--- config.mk ---
export PLATFORM = sky130hd
export DESIGN_NAME = ohlc_moving_average_forecast
export DESIGN_NICKNAME = d
export VERILOG_FILES = /design/src/rtl/omaf_pkg.sv /design/src/rtl/omaf_window.sv /design/src/rtl/omaf_forecast.sv /design/src/rtl/ohlc_moving_average_forecast.sv
export SDC_FILE = /design/constraint.sdc
export NUM_CORES = 1
export LEC_CHECK = 0
export BUFFER_PORTS_ARGS = -buffer_cell sky130_fd_sc_hd__buf_2
export CAP_MARGIN = 25
export CORE_MARGIN = 1.5
export CORE_UTILIZATION = 47
export CTS_BUF_LIST = sky130_fd_sc_hd__clkbuf_4 sky130_fd_sc_hd__clkbuf_8
export DETAILED_ROUTE_END_ITERATION = 7
export PLACE_DENSITY = 0.75
export SLEW_MARGIN = 20
export SYNTH_ARGS = -nofsm -noshare
export SYNTH_HDL_FRONTEND = slang
export SYNTH_SLANG_ARGS = --single-unit
--- constraint.sdc ---
create_clock -name clk_i -period 21.6 [get_ports clk_i]
set_input_delay 4.32 -clock clk_i [delete_from_list [all_inputs] [get_ports clk_i]]
set_output_delay 4.32 -clock clk_i [all_outputs]
set_load 0.02 [all_outputs]
--- src/rtl/omaf_pkg.sv ---
// ----------------------------------------------------------------------------
// omaf_pkg
// Shared types and constants for the OHLC moving-average forecaster.
// ----------------------------------------------------------------------------
`default_nettype none

package omaf_pkg;

  localparam int TEMP_W    = 16;
  localparam int YEAR_W    = 12;
  localparam int NUM_LANES = 4;
  localparam int TDATA_W   = 80;

  // lane order inside a candle, lowest first
  localparam int LANE_OPEN  = 0;
  localparam int LANE_HIGH  = 1;
  localparam int LANE_LOW   = 2;
  localparam int LANE_CLOSE = 3;

  typedef logic [TEMP_W-1:0] temp_t;
  typedef logic [YEAR_W-1:0] year_t;

  // element [LANE_OPEN] sits in the lowest bits
  typedef temp_t [NUM_LANES-1:0] candle_t;

  typedef struct packed {
    year_t year;
    logic  last;
    logic  few;
  } job_ctrl_t;

endpackage

`default_nettype wire

--- src/rtl/omaf_window.sv ---
// ----------------------------------------------------------------------------
// omaf_window
// Sliding window store, running sums and end-of-series sequencer.
// ----------------------------------------------------------------------------
`default_nettype none

module omaf_window #(
  parameter int WINDOW  = 8,
  parameter int HORIZON = 8,
  parameter int SUMW    = 16 + $clog2(WINDOW)
) (
  input  wire                        clk_i,
  input  wire                        rst_ni,
  input  wire                        in_valid_i,
  input  omaf_pkg::candle_t          in_candle_i,
  input  omaf_pkg::year_t            in_year_i,
  input  wire                        in_eos_i,
  output logic                       in_take_o,
  input  omaf_pkg::candle_t          prev_i,
  input  wire                        job_take_i,
  output logic                       job_valid_o,
  output logic [3:0][SUMW-1:0]       job_sums_o,
  output omaf_pkg::job_ctrl_t        job_ctrl_o
);

  localparam int IDXW = $clog2(WINDOW);
  localparam int CNTW = $clog2(WINDOW + 1);
  localparam int HCW  = $clog2(HORIZON + 1);

  omaf_pkg::candle_t      store_q [WINDOW];
  logic [IDXW-1:0]        head_q, head_d, wr_idx;
  logic [CNTW-1:0]        fill_q, fill_d;
  logic [3:0][SUMW-1:0]   sums_q, sums_d, sums_push;
  omaf_pkg::year_t        newest_q, newest_d, newest_after;
  logic                   fc_q, fc_d;
  logic                   hmode_q, hmode_d;
  logic [HCW-1:0]         hcnt_q, hcnt_d;
  logic                   job_valid_q, job_valid_d;
  logic [3:0][SUMW-1:0]   job_sums_q, job_sums_d;
  omaf_pkg::job_ctrl_t    job_ctrl_q, job_ctrl_d;

  logic                   full, full_after, job_free, take, hstep, push, h_last;
  omaf_pkg::candle_t      push_val, old_val;
  omaf_pkg::year_t        push_year;

  assign full       = (fill_q == CNTW'(WINDOW));
  assign full_after = full || (fill_q == CNTW'(WINDOW - 1));
  assign job_free   = !job_valid_q || job_take_i;
  assign take       = !hmode_q && in_valid_i && job_free;
  assign hstep      = hmode_q && !job_valid_q;
  // horizon steps push the previous forecast only once one exists
  assign push       = take || (hstep && fc_q);
  assign h_last     = (hcnt_q == HCW'(HORIZON - 1));
  assign in_take_o  = take;

  assign push_val   = hmode_q ? prev_i : in_candle_i;
  assign push_year  = hmode_q ? (newest_q + omaf_pkg::YEAR_W'(1)) : in_year_i;
  assign old_val    = store_q[head_q];
  assign wr_idx     = full ? head_q : fill_q[IDXW-1:0];
  assign newest_after = push ? push_year : newest_q;

  always_comb begin
    for (int c = 0; c < omaf_pkg::NUM_LANES; c++) begin
      if (full) begin
        sums_push[c] = sums_q[c]
                     - {{IDXW{old_val[c][omaf_pkg::TEMP_W-1]}}, old_val[c]}
                     + {{IDXW{push_val[c][omaf_pkg::TEMP_W-1]}}, push_val[c]};
      end else begin
        sums_push[c] = sums_q[c]
                     + {{IDXW{push_val[c][omaf_pkg::TEMP_W-1]}}, push_val[c]};
      end
    end
  end

  always_comb begin
    head_d      = head_q;
    fill_d      = fill_q;
    sums_d      = sums_q;
    newest_d    = newest_q;
    fc_d        = fc_q;
    hmode_d     = hmode_q;
    hcnt_d      = hcnt_q;
    job_valid_d = job_valid_q && !job_take_i;
    job_sums_d  = job_sums_q;
    job_ctrl_d  = job_ctrl_q;

    if (push) begin
      sums_d   = sums_push;
      newest_d = push_year;
      if (full) begin
        head_d = (head_q == IDXW'(WINDOW - 1)) ? '0 : head_q + IDXW'(1);
      end else begin
        fill_d = fill_q + CNTW'(1);
      end
    end

    if (take) begin
      if (full) begin
        // window was already full: one forecast per candle
        job_valid_d     = 1'b1;
        job_sums_d      = sums_push;
        job_ctrl_d.year = in_year_i + omaf_pkg::YEAR_W'(1);
        job_ctrl_d.last = 1'b0;
        job_ctrl_d.few  = 1'b0;
        fc_d            = 1'b1;
      end
      if (in_eos_i) begin
        if (full_after) begin
          hmode_d = 1'b1;
          hcnt_d  = '0;
        end else begin
          // series ended short
          job_valid_d     = 1'b1;
          job_ctrl_d.year = '0;
          job_ctrl_d.last = 1'b1;
          job_ctrl_d.few  = 1'b1;
          head_d   = '0;
          fill_d   = '0;
          sums_d   = '0;
          newest_d = '0;
          fc_d     = 1'b0;
        end
      end
    end else if (hstep) begin
      job_valid_d     = 1'b1;
      job_sums_d      = push ? sums_push : sums_q;
      job_ctrl_d.year = newest_after + omaf_pkg::YEAR_W'(1);
      job_ctrl_d.last = h_last;
      job_ctrl_d.few  = 1'b0;
      fc_d            = 1'b1;
      hcnt_d          = hcnt_q + HCW'(1);
      if (h_last) begin
        hmode_d  = 1'b0;
        head_d   = '0;
        fill_d   = '0;
        sums_d   = '0;
        newest_d = '0;
        fc_d     = 1'b0;
      end
    end
  end

  always_ff @(posedge clk_i or negedge rst_ni) begin
    if (!rst_ni) begin
      head_q      <= '0;
      fill_q      <= '0;
      sums_q      <= '0;
      newest_q    <= '0;
      fc_q        <= 1'b0;
      hmode_q     <= 1'b0;
      hcnt_q      <= '0;
      job_valid_q <= 1'b0;
    end else begin
      head_q      <= head_d;
      fill_q      <= fill_d;
      sums_q      <= sums_d;
      newest_q    <= newest_d;
      fc_q        <= fc_d;
      hmode_q     <= hmode_d;
      hcnt_q      <= hcnt_d;
      job_valid_q <= job_valid_d;
    end
  end

  // window entries and job payload need no reset
  always_ff @(posedge clk_i) begin
    if (push) begin
      store_q[wr_idx] <= push_val;
    end
    job_sums_q <= job_sums_d;
    job_ctrl_q <= job_ctrl_d;
  end

  assign job_valid_o = job_valid_q;
  assign job_sums_o  = job_sums_q;
  assign job_ctrl_o  = job_ctrl_q;

endmodule

`default_nettype wire

--- src/rtl/omaf_forecast.sv ---
// ----------------------------------------------------------------------------
// omaf_forecast
// Floored window averages by reciprocal multiply, result register.
// ----------------------------------------------------------------------------
`default_nettype none

module omaf_forecast #(
  parameter int WINDOW = 8,
  parameter int SUMW   = 16 + $clog2(WINDOW)
) (
  input  wire                    clk_i,
  input  wire                    rst_ni,
  input  wire                    job_valid_i,
  input  wire [3:0][SUMW-1:0]    job_sums_i,
  input  omaf_pkg::job_ctrl_t    job_ctrl_i,
  output logic                   job_take_o,
  input  wire                    out_ready_i,
  output logic                   out_valid_o,
  output omaf_pkg::candle_t      out_vals_o,
  output omaf_pkg::job_ctrl_t    out_ctrl_o,
  output omaf_pkg::candle_t      prev_o
);

  // floor(s/W) = floor((s + W*2^15) / W) - 2^15, the biased value is
  // nonnegative and below 2^SUMW, so ceil(2^SHIFT/W) gives an exact quotient
  localparam int SHIFT  = SUMW + $clog2(WINDOW);
  localparam int PRODW  = 2 * SUMW + 1;
  localparam longint unsigned RECIP_L =
    ((longint'(1) << SHIFT) + longint'(WINDOW) - 1) / longint'(WINDOW);
  localparam logic [SUMW:0]   RECIP  = (SUMW + 1)'(RECIP_L);
  localparam logic [SUMW-1:0] OFFSET = SUMW'(WINDOW * 32768);

  logic                  out_valid_q;
  omaf_pkg::candle_t     out_vals_q, prev_q, avg;
  omaf_pkg::job_ctrl_t   out_ctrl_q;
  logic [SUMW-1:0]       biased [omaf_pkg::NUM_LANES];
  logic [PRODW-1:0]      prod   [omaf_pkg::NUM_LANES];
  logic [omaf_pkg::TEMP_W-1:0] quo [omaf_pkg::NUM_LANES];

  assign job_take_o = job_valid_i && (!out_valid_q || out_ready_i);

  always_comb begin
    for (int c = 0; c < omaf_pkg::NUM_LANES; c++) begin
      biased[c] = job_sums_i[c] + OFFSET;
      prod[c]   = PRODW'(biased[c]) * PRODW'(RECIP);
      quo[c]    = prod[c][SHIFT +: omaf_pkg::TEMP_W];
      // remove the bias: subtract 2^15 modulo 2^16
      avg[c]    = {~quo[c][omaf_pkg::TEMP_W-1], quo[c][omaf_pkg::TEMP_W-2:0]};
    end
  end

  always_ff @(posedge clk_i or negedge rst_ni) begin
    if (!rst_ni) begin
      out_valid_q <= 1'b0;
    end else if (job_take_o) begin
      out_valid_q <= 1'b1;
    end else if (out_ready_i) begin
      out_valid_q <= 1'b0;
    end
  end

  always_ff @(posedge clk_i) begin
    if (job_take_o) begin
      out_vals_q <= job_ctrl_i.few ? '0 : avg;
      out_ctrl_q <= job_ctrl_i;
      prev_q     <= avg;
    end
  end

  assign out_valid_o = out_valid_q;
  assign out_vals_o  = out_vals_q;
  assign out_ctrl_o  = out_ctrl_q;
  assign prev_o      = prev_q;

endmodule

`default_nettype wire

--- src/rtl/ohlc_moving_average_forecast.sv ---
// ----------------------------------------------------------------------------
// ohlc_moving_average_forecast
// An accepted candle passes the input, window job and result registers.
// Throughput: one candle per cycle unless the output stalls or an end-of-series
// burst runs, set by the add-subtract on each running sum. End of series:
// HORIZON forecasts, each a window update, then a reciprocal multiply feeding
// back, input held meanwhile. Reset: asynchronous, clears handshakes, counters
// and sums; window store entries are not reset and are only read once written.
// ----------------------------------------------------------------------------
`default_nettype none

module ohlc_moving_average_forecast #(
  parameter int WINDOW  = 8,
  parameter int HORIZON = 8
) (
  input  wire         clk_i,
  input  wire         rst_ni,
  // input candles
  input  wire         s_axis_tvalid_i,
  output logic        s_axis_tready_o,
  // [15:0] open_temp, [31:16] high_temp, [47:32] low_temp,
  // [63:48] close_temp, [75:64] year_num, [79:76] zero
  input  wire  [79:0] s_axis_tdata_i,
  input  wire         s_axis_tlast_i,   // end_of_series
  // forecasts
  output logic        m_axis_tvalid_o,
  input  wire         m_axis_tready_i,
  // [15:0] pred_open, [31:16] pred_high, [47:32] pred_low,
  // [63:48] pred_close, [75:64] pred_year, [79:76] zero
  output logic [79:0] m_axis_tdata_o,
  output logic        m_axis_tlast_o,   // run_last
  output logic [0:0]  m_axis_tuser_o    // [0] too_few
);

  localparam int SUMW = 16 + $clog2(WINDOW);
  localparam int CW   = omaf_pkg::NUM_LANES * omaf_pkg::TEMP_W;

  // input register: decouples the slave side from the window stage
  logic                  in_valid_q;
  omaf_pkg::candle_t     in_candle_q;
  omaf_pkg::year_t       in_year_q;
  logic                  in_eos_q;
  logic                  in_take;

  // window stage -> forecast stage
  logic                  job_valid, job_take;
  logic [3:0][SUMW-1:0]  job_sums;
  omaf_pkg::job_ctrl_t   job_ctrl;

  // forecast stage -> ports, plus feedback of the last forecast
  logic                  out_valid;
  omaf_pkg::candle_t     out_vals, prev_vals;
  omaf_pkg::job_ctrl_t   out_ctrl;

  assign s_axis_tready_o = !in_valid_q || in_take;

  always_ff @(posedge clk_i or negedge rst_ni) begin
    if (!rst_ni) begin
      in_valid_q <= 1'b0;
    end else if (s_axis_tvalid_i && s_axis_tready_o) begin
      in_valid_q <= 1'b1;
    end else if (in_take) begin
      in_valid_q <= 1'b0;
    end
  end

  always_ff @(posedge clk_i) begin
    if (s_axis_tvalid_i && s_axis_tready_o) begin
      in_candle_q <= s_axis_tdata_i[CW-1:0];
      in_year_q   <= s_axis_tdata_i[CW +: omaf_pkg::YEAR_W];
      in_eos_q    <= s_axis_tlast_i;
    end
  end

  // sliding window, running sums, end-of-series burst sequencing
  omaf_window #(
    .WINDOW  (WINDOW),
    .HORIZON (HORIZON),
    .SUMW    (SUMW)
  ) u_window (
    .clk_i       (clk_i),
    .rst_ni      (rst_ni),
    .in_valid_i  (in_valid_q),
    .in_candle_i (in_candle_q),
    .in_year_i   (in_year_q),
    .in_eos_i    (in_eos_q),
    .in_take_o   (in_take),
    .prev_i      (prev_vals),
    .job_take_i  (job_take),
    .job_valid_o (job_valid),
    .job_sums_o  (job_sums),
    .job_ctrl_o  (job_ctrl)
  );

  // floored averages and the result register
  omaf_forecast #(
    .WINDOW (WINDOW),
    .SUMW   (SUMW)
  ) u_forecast (
    .clk_i       (clk_i),
    .rst_ni      (rst_ni),
    .job_valid_i (job_valid),
    .job_sums_i  (job_sums),
    .job_ctrl_i  (job_ctrl),
    .job_take_o  (job_take),
    .out_ready_i (m_axis_tready_i),
    .out_valid_o (out_valid),
    .out_vals_o  (out_vals),
    .out_ctrl_o  (out_ctrl),
    .prev_o      (prev_vals)
  );

  assign m_axis_tvalid_o = out_valid;
  assign m_axis_tdata_o  = {{(80 - CW - omaf_pkg::YEAR_W){1'b0}}, out_ctrl.year, out_vals};
  assign m_axis_tlast_o  = out_ctrl.last;
  assign m_axis_tuser_o  = out_ctrl.few;

`ifndef SYNTHESIS
  // a short series yields a single closing result with zeroed fields
  a_short_series: assert property (@(posedge clk_i) disable iff (!rst_ni)
    (m_axis_tvalid_o && m_axis_tuser_o[0]) |-> (m_axis_tlast_o && m_axis_tdata_o == '0))
    else $error("short-series result malformed");

  // a job leaving the window stage lands in the result register with its last and too-few flags
  a_job_handoff: assert property (@(posedge clk_i) disable iff (!rst_ni)
    job_take |=> (m_axis_tvalid_o && m_axis_tuser_o[0] == $past(job_ctrl.few)
                  && m_axis_tlast_o == $past(job_ctrl.last)))
    else $error("forecast job lost between stages");

  // once the window stage consumes a candle, the input register holds one only if refilled
  a_take_valid: assert property (@(posedge clk_i) disable iff (!rst_ni)
    in_take |=> !(in_valid_q && $past(!(s_axis_tvalid_i && s_axis_tready_o))))
    else $error("input register consumed without refill");
`endif

endmodule

`default_nettype wire
==> results of run 1 <==
[metal layers]
layer  routed length [um]  global-route usage [%]  vias to the layer above
li1                     -                       -                    12160
met5                    0                       0                        -
met2                47740                   34.28                      825
met4                 2317                   7.182                        0
met3                 5467                   3.614                      180
met1                44200                   29.26                    13290
[through the flow]
step                instance area (um^2)  utilization (%)  hold WS, ns  setup slack [ns]
finish                             49840            53.49       0.4385             11.65
CTS                                49840            53.48       0.4405             11.67
detailed placement                 46610            50.01       0.4272             11.69
global route                       49840            53.48       0.4510             11.56
floorplan                          44180                -       0.4180             11.02
global placement                   46540            49.94       0.4240             11.68
[how the worst max path moves through the flow]
stage | slack, ns | to | cells past startpoint
2_1_floorplan | 11.02 | u_window.store_q[4][0]$_DFFE_PP_ | 7
3_3_place_gp | 11.68 | s_axis_tready_o | 5
3_5_place_dp | 11.69 | s_axis_tready_o | 5
4_1_cts | 11.67 | s_axis_tready_o | 5
5_1_grt | 11.56 | s_axis_tready_o | 5
6_report | 11.65 | s_axis_tready_o | 5
[critical path: cells and delay by family]
family	cells	cell delay, ns
buffers and inverters	2	0.34
AND/OR/NAND/NOR	3	0.96
[logic make-up (layout without fill, tap and decap cells)]
group / after synthesis / in the layout / share of synthesized area, %
AOI/OAI and AO/OA: 561 / 561 / 8.353
xor gates and xnor gates: 134 / 134 / 2.657
adders and majority gates: 236 / 236 / 7.976
buffers and inverters: 398 / 771 / 3.444
DFF: 913 / 913 / 60.89
muxes: 265 / 265 / 9.823
other: 1 / 6 / 0.008489
and+or+nand+nor: 613 / 613 / 6.852
[synth_stat cells (all sizes together) (56+ instances only)]
| cell | number |
|---|---|
| mux2 | 68 |
| fa | 76 |
| nor2b | 70 |
| edfxtp | 809 |
| clkbuf | 59 |
| inv | 291 |
| a21oi | 168 |
| mux2i | 69 |
| a21o | 63 |
| dfrtp | 104 |
| xnor2 | 78 |
| and2 | 60 |
| mux4 | 128 |
| xor2 | 56 |
| nand2 | 129 |
| o21ai | 99 |
| ha | 160 |
| nor2 | 173 |
[state kept, by name, indices dropped and copies added (netlist names)]
register and cells:
in_candle_q 64, in_eos_q 1, in_valid_q 1, in_year_q 12
u_forecast.out_ctrl_o 14, u_forecast.out_valid_o 1, u_forecast.out_vals_o 64, u_forecast.prev_o 64
u_window.fc_q 1, u_window.fill_q 4, u_window.hcnt_q 4, u_window.head_q 3
u_window.hmode_q 1, u_window.job_ctrl_o 14, u_window.job_sums_o 64, u_window.job_valid_o 1
u_window.newest_q 12, u_window.store_q 512, u_window.sums_q 76
[cell usage in the layout (no fill, tap or decap), types with 70 or more instances in the layout]
cell type and instances:
o21ai_0 86, fa_1 76, ha_1 160, xnor2_1 78, nor2b_1 70, inv_1 291, a21oi_1 166, nand2_1 129
mux4_2 128, dfrtp_1 100, nor2_1 165, clkbuf_8 167, edfxtp_1 809, buf_2 159
[layout make-up]
type	instances	area share, %
clock buffers	214	5.319
well taps	1254	3.148
inverters	291	2.191
diodes	2	0.01004
flip-flops and latches	913	53.99
clock inverters	67	1.165
multi-input cells	1813	31.86
repair buffers	199	2.314
==> results by stage, run 1 <==
Run status:
- The run finished with clean final reports.

Min path:
- For hold timing, the worst endpoint is u_forecast.prev_o[25]$_DFFE_PP_.
- The tightest min-delay check is of the reg -> reg type.
- Counting instances, the worst hold path has a depth of 0.
- The startpoint identified for the worst hold timing path is u_window.job_sums_o[31]$_DFFE_PP_.

Logic synthesis:
- The number of enable flip-flop cells after synthesis is approximately 810.
- The post-synthesis average cell area is 14.15 um^2.
- The cell count after synthesis is 3121.
- In this run the cell area of the synthesized design comes to 44170 um^2.
- The top cell type by area accounts for 55.00% of the synthesized area.
- After synthesis, flip-flops and latches occupy around three fifths of the total area.
- The dominant cell type by area after synthesis is edfxtp_1.
- For this run, the leading register cell type out of synthesis is edfxtp_1.
- The post-synthesis cell type count is 82.
- The flip-flop and latch count after synthesis is approximately 910.
- The Yosys step of the flow raised 0 warnings.
- The share of synthesized flip-flops with an asynchronous set or reset is ~11%.
- By area the synthesized netlist is led by edfxtp_1 (55%), mux4_2 (6.5%), dfrtp_1 (5.9%), ha_1 (4.5%), fa_1 (3.4%).

Detailed routing:
- The average vias per placed instance is between 5 and 6.
- The total wirelength of the detailed-routed design is 99.73 mm.
- The first-pass iteration count of the detailed router is 6.
- The routed via count is between 20000 and 30000.
- The count of nets left with antenna violations once routing finished came out at 0.
- For this block, the initial DRC count from the detailed router was 2222.
- The routed length per instance is 20.98 um.
- For this run, design rule violations remaining after detail routing come to 0.

Layout:
- In the final layout, the share of cells above drive strength 1 is around 20%.
- Relative to the synthesized area, the layout overhead comes to 12.84%.
- The combined flip-flop and latch cell area is 26910 um^2.
- The number of filler instances in the final layout is 7616.
- The final instance count without filler cells is 4753.
- In the final design database the tool counted 3692 nets.
- In the final layout, the multi-input gates occupy roughly 16000 um^2.

Timing:
- The routed design could run at a clock period as short as 9.949 ns.
- The number of max-slew violations in the final report is 0.
- The total count of hold-check failures in the final report is 0.
- The final sum of negative setup slack is 0 ns.
- The clock arrives with about 0.052 ns of skew.
- Timing would allow up to 100.5 MHz.
- The number of failing setup endpoints in the final timing report is 0.
- Setup repair after global routing left no endpoint under its margin.
- The share of the clock period used by the worst path after layout is 46.06%.
- For the pin with the worst max-slew slack, the measured transition is 1.006 ns.
- The relative max-transition margin is 32.78%.

Critical path:
- The critical path goes through buf_2 -> nand3b_1 -> nand2b_1 -> nand2_1 -> buf_2.
- Counting cells, the worst reg-to-reg path comes to 15.
- The capturing point of the worst reg2reg path is u_window.sums_q[73]$_DFF_PN0_.
- The reg-to-reg critical path startpoint is u_window.head_q[0]$_DFF_PN0_.
- For the worst setup path, the data required time is 17.28 ns.
- The setup check on the worst reg-to-reg path leaves a slack of 15.79 ns.
- On the critical path, the stage with the largest delay is an instance of nand2b_1.
- The worst setup path is launched from an input pin.
- The worst setup path startpoint is m_axis_tready_i.
- In this design, the critical path's most frequently occurring cell is buf_2.
- The endpoint kind of the worst setup timing path is a primary output.
- In this design, the stage delay of the slowest critical-path cell is 0.56 ns.
- The critical path is of the in -> out type.
- Along the worst path, the maximum fanout reaches 16.
- The arrival time at the worst endpoint is 5.63 ns.

Floorplan:
- The area of the die is 95830 um^2.
- Row generation in the floorplan step produced between 100 and 150 rows.
- The horizontal die dimension is 309.6 um.
- The core area is 93190 um^2.
- Measured along the y axis, the die boundary spans 309.6 um.
- The number of top-level pins is around 170.
- For this configuration, the core starts out at a cell density of 47.40%.

Global route:
- The number of antenna violations at the first check in global routing was 2.
- The via count of the first global-routing pass is 27170.
- The pin count of the biggest net entering global routing is 94.
- For this run, the total global-route usage over all layers was measured as 21.23%.
- The first global-routing pass estimated 154.0 mm of wire.
- Global routing finished with a remaining overflow of 0.

Placement:
- The congestion estimate from routability-driven global placement came to 0.8578.
- The half-perimeter wire length after detailed placement is 63.09 mm.
- In this run the tool buffered the top-level ports with 160 buffer cells.
- The placed instance count is 4470.

Clock network:
- In this run, post-CTS hold repair placed 0 buffers.
- In this run, post-CTS repair resized a total of 0 instances.
- CTS placed an instance of clkbuf_8 at the clock tree root.
- The number of clock buffers added by TritonCTS is 153.
- The clock transition at the registers of the reported paths is 0.05 ns.
- The number of setup buffers added after CTS is 0.
- TritonCTS built the clock tree.
- Clock latency on the worst-skew pair, taken at its later pin, is 0.85 ns.
- The maximum level of the CTS H-tree is 4.
- The number of buffers between clock root and the deepest sink is 3.
- For this design, the sink count on the clock tree is around 900.

Flow run:
- The number of max-cap violations is 0.
Power of run 1 is left out: the tool's default activity adds up to more than one toggle a clock period on the data nets, which glitch-free logic cannot reach.
==> inputs of run 2 (changes only) <==
--- a/config.mk
+++ b/config.mk
@@ -5,13 +5,14 @@
 export SDC_FILE = /design/constraint.sdc
 export NUM_CORES = 1
 export LEC_CHECK = 0
+export ABC_AREA = 1
 export BUFFER_PORTS_ARGS = -buffer_cell sky130_fd_sc_hd__buf_2
 export CAP_MARGIN = 25
 export CORE_MARGIN = 1.5
 export CORE_UTILIZATION = 47
 export CTS_BUF_LIST = sky130_fd_sc_hd__clkbuf_4 sky130_fd_sc_hd__clkbuf_8
 export DETAILED_ROUTE_END_ITERATION = 7
-export PLACE_DENSITY = 0.75
+export PLACE_DENSITY = 0.78
 export SLEW_MARGIN = 20
 export SYNTH_ARGS = -nofsm -noshare
 export SYNTH_HDL_FRONTEND = slang
==> constraint.sdc (replaced) <==
create_clock -name clk_i -period 8.5 [get_ports clk_i]
set_input_delay 1.7 -clock clk_i [delete_from_list [all_inputs] [get_ports clk_i]]
set_output_delay 1.7 -clock clk_i [all_outputs]
set_load 0.02 [all_outputs]
==> results by stage, run 2 <==
Clock network:
- The maximum level of the CTS H-tree is 4 (unchanged).
- The clock latency on the worst-skew pair was 0.83 ns (-0.02 ns).
- The total CTS buffers came to 138 (-9.8%).
- The clock tree from TritonCTS is built.
- The root buffer cell chosen for the clock tree is clkbuf_8.
- The total clock sinks is 913 (unchanged).
- The hold buffer count at CTS is 0 (unchanged).
- The clock transition at the registers of the reported paths is 0.07 ns (+0.02 ns).
- The number of buffers between clock root and the deepest sink came to 3 (unchanged).
- The number of setup buffers added after CTS is 0 (unchanged).
- The total of cells resized after clock tree synthesis is 0 (unchanged).

Critical path:
- The worst reg2reg path depth is 18 (+3).
- The critical path launch point type is a register.
- The startpoint identified for the worst register-to-register timing path is u_window.hmode_q$_DFFE_PN0P_.
- The arrival time at the worst endpoint is 5.98 ns (+0.35 ns).
- The endpoint required time on the critical path was 9.03 ns (-8.25 ns).
- The top fanout value on the critical path was 51 (+35).
- By startpoint and endpoint, the worst setup path is classified as reg -> reg.
- The minimum setup slack among reg-to-reg paths was 3.05 ns (-12.74 ns).
- The worst setup path is captured at a register.
- The endpoint identified for the worst register-to-register timing path is u_window.job_sums_o[30]$_DFFE_PP_.

Logic synthesis:
- The share of synthesized flip-flops with an asynchronous set or reset is 11.39% (unchanged).
- The most frequent cell after synthesis is edfxtp_1.
- The number of enable flip-flop cells after synthesis is 809 (unchanged).
- The share of synthesized cell area in and, or, nand and nor gates is 17.71% (+11 points).
- Ranked by instance count, the synthesized netlist is headed by edfxtp_1 (809), nor2_1 (788), nand2_1 (753).
- The synthesized-area fraction occupied by adder cells was 7.541% (-0.44 points).
- The post-synthesis cell type count is 48 (-41%).
- The post-synthesis average cell area is 9.648 um^2 (-32%).
- The proportion of netlist area held by the largest area contributor was 51.99% (-3.0 points).
- For this run, the leading register cell type out of synthesis is edfxtp_1.
- The area fraction in compound gates after synthesis is 9.838% (+1.5 points).
- The total of warnings raised by yosys is 0 (unchanged).
- The area share of xor/xnor cells in the synthesized design is 0.5061% (-2.2 points).
- The share of synthesized area occupied by flip-flops and latches is 57.56% (-3.3 points).
- By area the synthesized netlist is led by edfxtp_1 (52%), nor2_1 (6.3%), nand2_1 (6.0%), dfrtp_1 (5.6%), inv_1 (5.2%).
- After synthesis, the largest family of logic cells by area is simple AND/OR/NAND/NOR gates.
- The flip-flop and latch count after synthesis is 913 (unchanged).
- The cell count after synthesis is 4843 (+55%).
- The dominant cell type by area after synthesis is edfxtp_1.
- The combined area of all synthesized cells is 46720 um^2 (+5.8%).
- The multiplexer share of the synthesized area came to 0.02142% (-9.8 points).

Global route:
- The global-route wire length before repair is 185.3 mm (+20%).
- The total global routing overflow is 0 (unchanged).
- The pin count of the biggest net entering global routing is 153 (+63%).
- The via count of the first global-routing pass is 34010 (+25%).
- The number of antenna violations at the first check in global routing is 2 (unchanged).
- The total routing usage reported by global routing is 23.23% (+2.0 points).

Floorplan:
- The effective utilization at floorplan came to 47.48% (+0.073 points).
- The standard-cell row count is 115 (+2.7%).
- The core area was 98420 um^2 (+5.6%).
- The number of top-level pins is 169 (unchanged).
- The chip height is 318.3 um (+2.8%).
- The horizontal die dimension is 318.3 um (+2.8%).
- The area of the die is 101300 um^2 (+5.7%).

Timing:
- The smallest setup slack after layout came to 3.052 ns (-8.600 ns).
- The maximum achievable frequency is between 150 and 200 MHz.
- The relative max-transition margin came to 25.53% (-7.2 points).
- The final sum of negative setup slack is 0 ns (unchanged).
- The number of failing setup endpoints in the final timing report is 0 (unchanged).
- Dividing the final minimum period by the clock period gives 64.10%.
- The total count of hold-check failures in the final report is 0 (unchanged).
- The slew at the pin closest to its max-slew limit is 1.105 ns (+0.09937 ns).
- The number of max-slew violations in the final report is 0 (unchanged).
- The final worst clock skew was 0.04573 ns (-0.006689 ns).
- After layout, the minimum clock period comes to between 5 and 6 ns.
- Setup repair after global routing left no endpoint under its margin.

Layout:
- u_window.store_q holds more flip-flops than any other register.
- The fraction of final layout cells sized beyond drive strength 1 is 10.45% (-9.3 points).
- The layout overhead on the synthesized area is 10.87%.
- The largest registers in the layout are u_window.store_q x512, u_window.sums_q x76.
- The number of filler instances in the final layout is 8507 (+12%).
- The number of nets in the layout was 5333 (+44%).
- In the layout the commonest cells are edfxtp_1 (809), nor2_1 (779), nand2_1 (752), inv_1 (646), o21ai_0 (481).
- The flip-flop count of the largest register after layout is 512 (unchanged).
- The leading cell type in the layout, fill and taps excluded is edfxtp_1.

Detailed routing:
- The average vias per placed instance came to 5.470 (-1.7%).
- The number of violations reported at the end of detailed-routing iteration 0 is 3544 (+59%).
- The total wirelength of the detailed-routed design is 118.9 mm (+19%).
- The first-pass iteration count of the detailed router is 5 (-1).
- The routed length per instance is 18.55 um (-12%).
- The DRC violations left is 0 (unchanged).
- The count of nets left with antenna violations after detail routing is 0 (unchanged).
- The routed via count is 35070 (+33%).

Flow run:
- The number of max-cap violations was 0 (unchanged).

Placement:
- The placer's final routability congestion estimate is 0.9530 (+11%).
- The post-place setup slack is 2.833 ns (-8.857 ns).
- The number of port buffers came to 160 (unchanged).
- The half-perimeter wire length after detailed placement is 77.91 mm (+23%).

Run status:
- The run finished with clean final reports.

Min path:
- In this run the worst hold path is classified as reg -> reg.
- The critical hold path startpoint is u_window.job_sums_o[46]$_DFFE_PP_.
- The number of cells on the worst hold path is 0 (unchanged).
- For hold timing, the worst endpoint is u_forecast.prev_o[37]$_DFFE_PP_.
[run 2: cell types whose count changed after synthesis, sizes merged, moves of 60 or more]
cell,change
mux2,-68
xnor2,-65
mux2i,-68
inv,+365
or2,+60
nand3,+245
clkbuf,+61
mux4,-128
nand2,+629
o22ai,+63
nor2,+621
o21ai,+388
nor2b,-70
[run 2: cells by family (layout without fill, tap and decap cells)]
| kind of cell | after synthesis | count (layout) |
|---|---|---|
| and+or+nand+nor | 1989 | 1989 |
| other | 1 | 6 |
| DFF | 913 | 913 |
| AOI/OAI and AO/OA | 846 | 846 |
| muxes | 1 | 1 |
| xor gates and xnor gates | 27 | 27 |
| adders and majority gates | 236 | 236 |
| buffers and inverters | 830 | 1106 |
[run 2: worst max-delay path by stage]
stage | startpoint | endpoint | slack, ns | depth (start not counted)
6_report | u_window.hmode_q$_DFFE_PN0P_ | u_window.job_sums_o[30]$_DFFE_PP_ | 3.05 | 18
5_1_grt | u_window.hmode_q$_DFFE_PN0P_ | u_window.job_sums_o[30]$_DFFE_PP_ | 2.75 | 18
4_1_cts | u_window.hmode_q$_DFFE_PN0P_ | u_window.job_sums_o[30]$_DFFE_PP_ | 3.12 | 18
3_5_place_dp | m_axis_tready_i | u_window.store_q[3][22]$_DFFE_PP_ | 2.83 | 9
3_3_place_gp | m_axis_tready_i | u_window.store_q[1][24]$_DFFE_PP_ | 2.83 | 9
2_1_floorplan | m_axis_tready_i | in_candle_q[0]$_DFFE_PP_ | 1.95 | 6
[run 2: worst max-delay path, stage by stage, from the launching register on]
cell and delay [ns]:
dfrtp_4 0.72, inv_2 0.77, buf_4 0.51, or2_2 0.18
o21ai_0 0.23, fa_1 0.64, inv_1 0.05, ha_1 0.38
nand2_1 0.10, nand3_1 0.16, inv_1 0.06, o21ai_0 0.50
nand2_1 0.14, nand2_1 0.09, nand2_1 0.05, nand3_1 0.06
nand2_1 0.06, o21ai_0 0.32, inv_1 0.07
[run 2: metrics by stage]
step / area (um^2) / utilization [%] / instances / hold WS [ns]
2_1_floorplan: 46740 / - / 4846 / 0.4208
3_3_place_gp: 48830 / 49.62 / 6156 / 0.4323
3_5_place_dp: 48900 / 49.69 / 6159 / 0.4317
4_1_cts: 51800 / 52.63 / 6409 / 0.4446
5_1_grt: 51800 / 52.63 / 6410 / 0.4530
6_report: 51800 / 52.63 / 6411 / 0.4483
[run 2: layout make-up]
class	count	area (um^2)	area share (%)
Antenna cell	2	5.005	0.009661
Clock buffer	203	2469	4.765
Clock inverter	47	427.9	0.8260
Inverter	657	2475	4.778
Multi-Input combinational cell	3103	16750	32.34
Sequential cell	913	26910	51.94
Tap cell	1287	1610	3.109
Timing Repair Buffer	199	1154	2.227
[run 2: metal layers]
metal / track usage, % / vias up / wire, um
li1: - / 16610 / -
met1: 30.81 / 16760 / 49500
met2: 38.70 / 1461 / 56940
met3: 3.752 / 241 / 9035
met4: 8.230 / 0 / 3433
met5: 0 / - / 0
Power of run 2 is left out for the same reason.
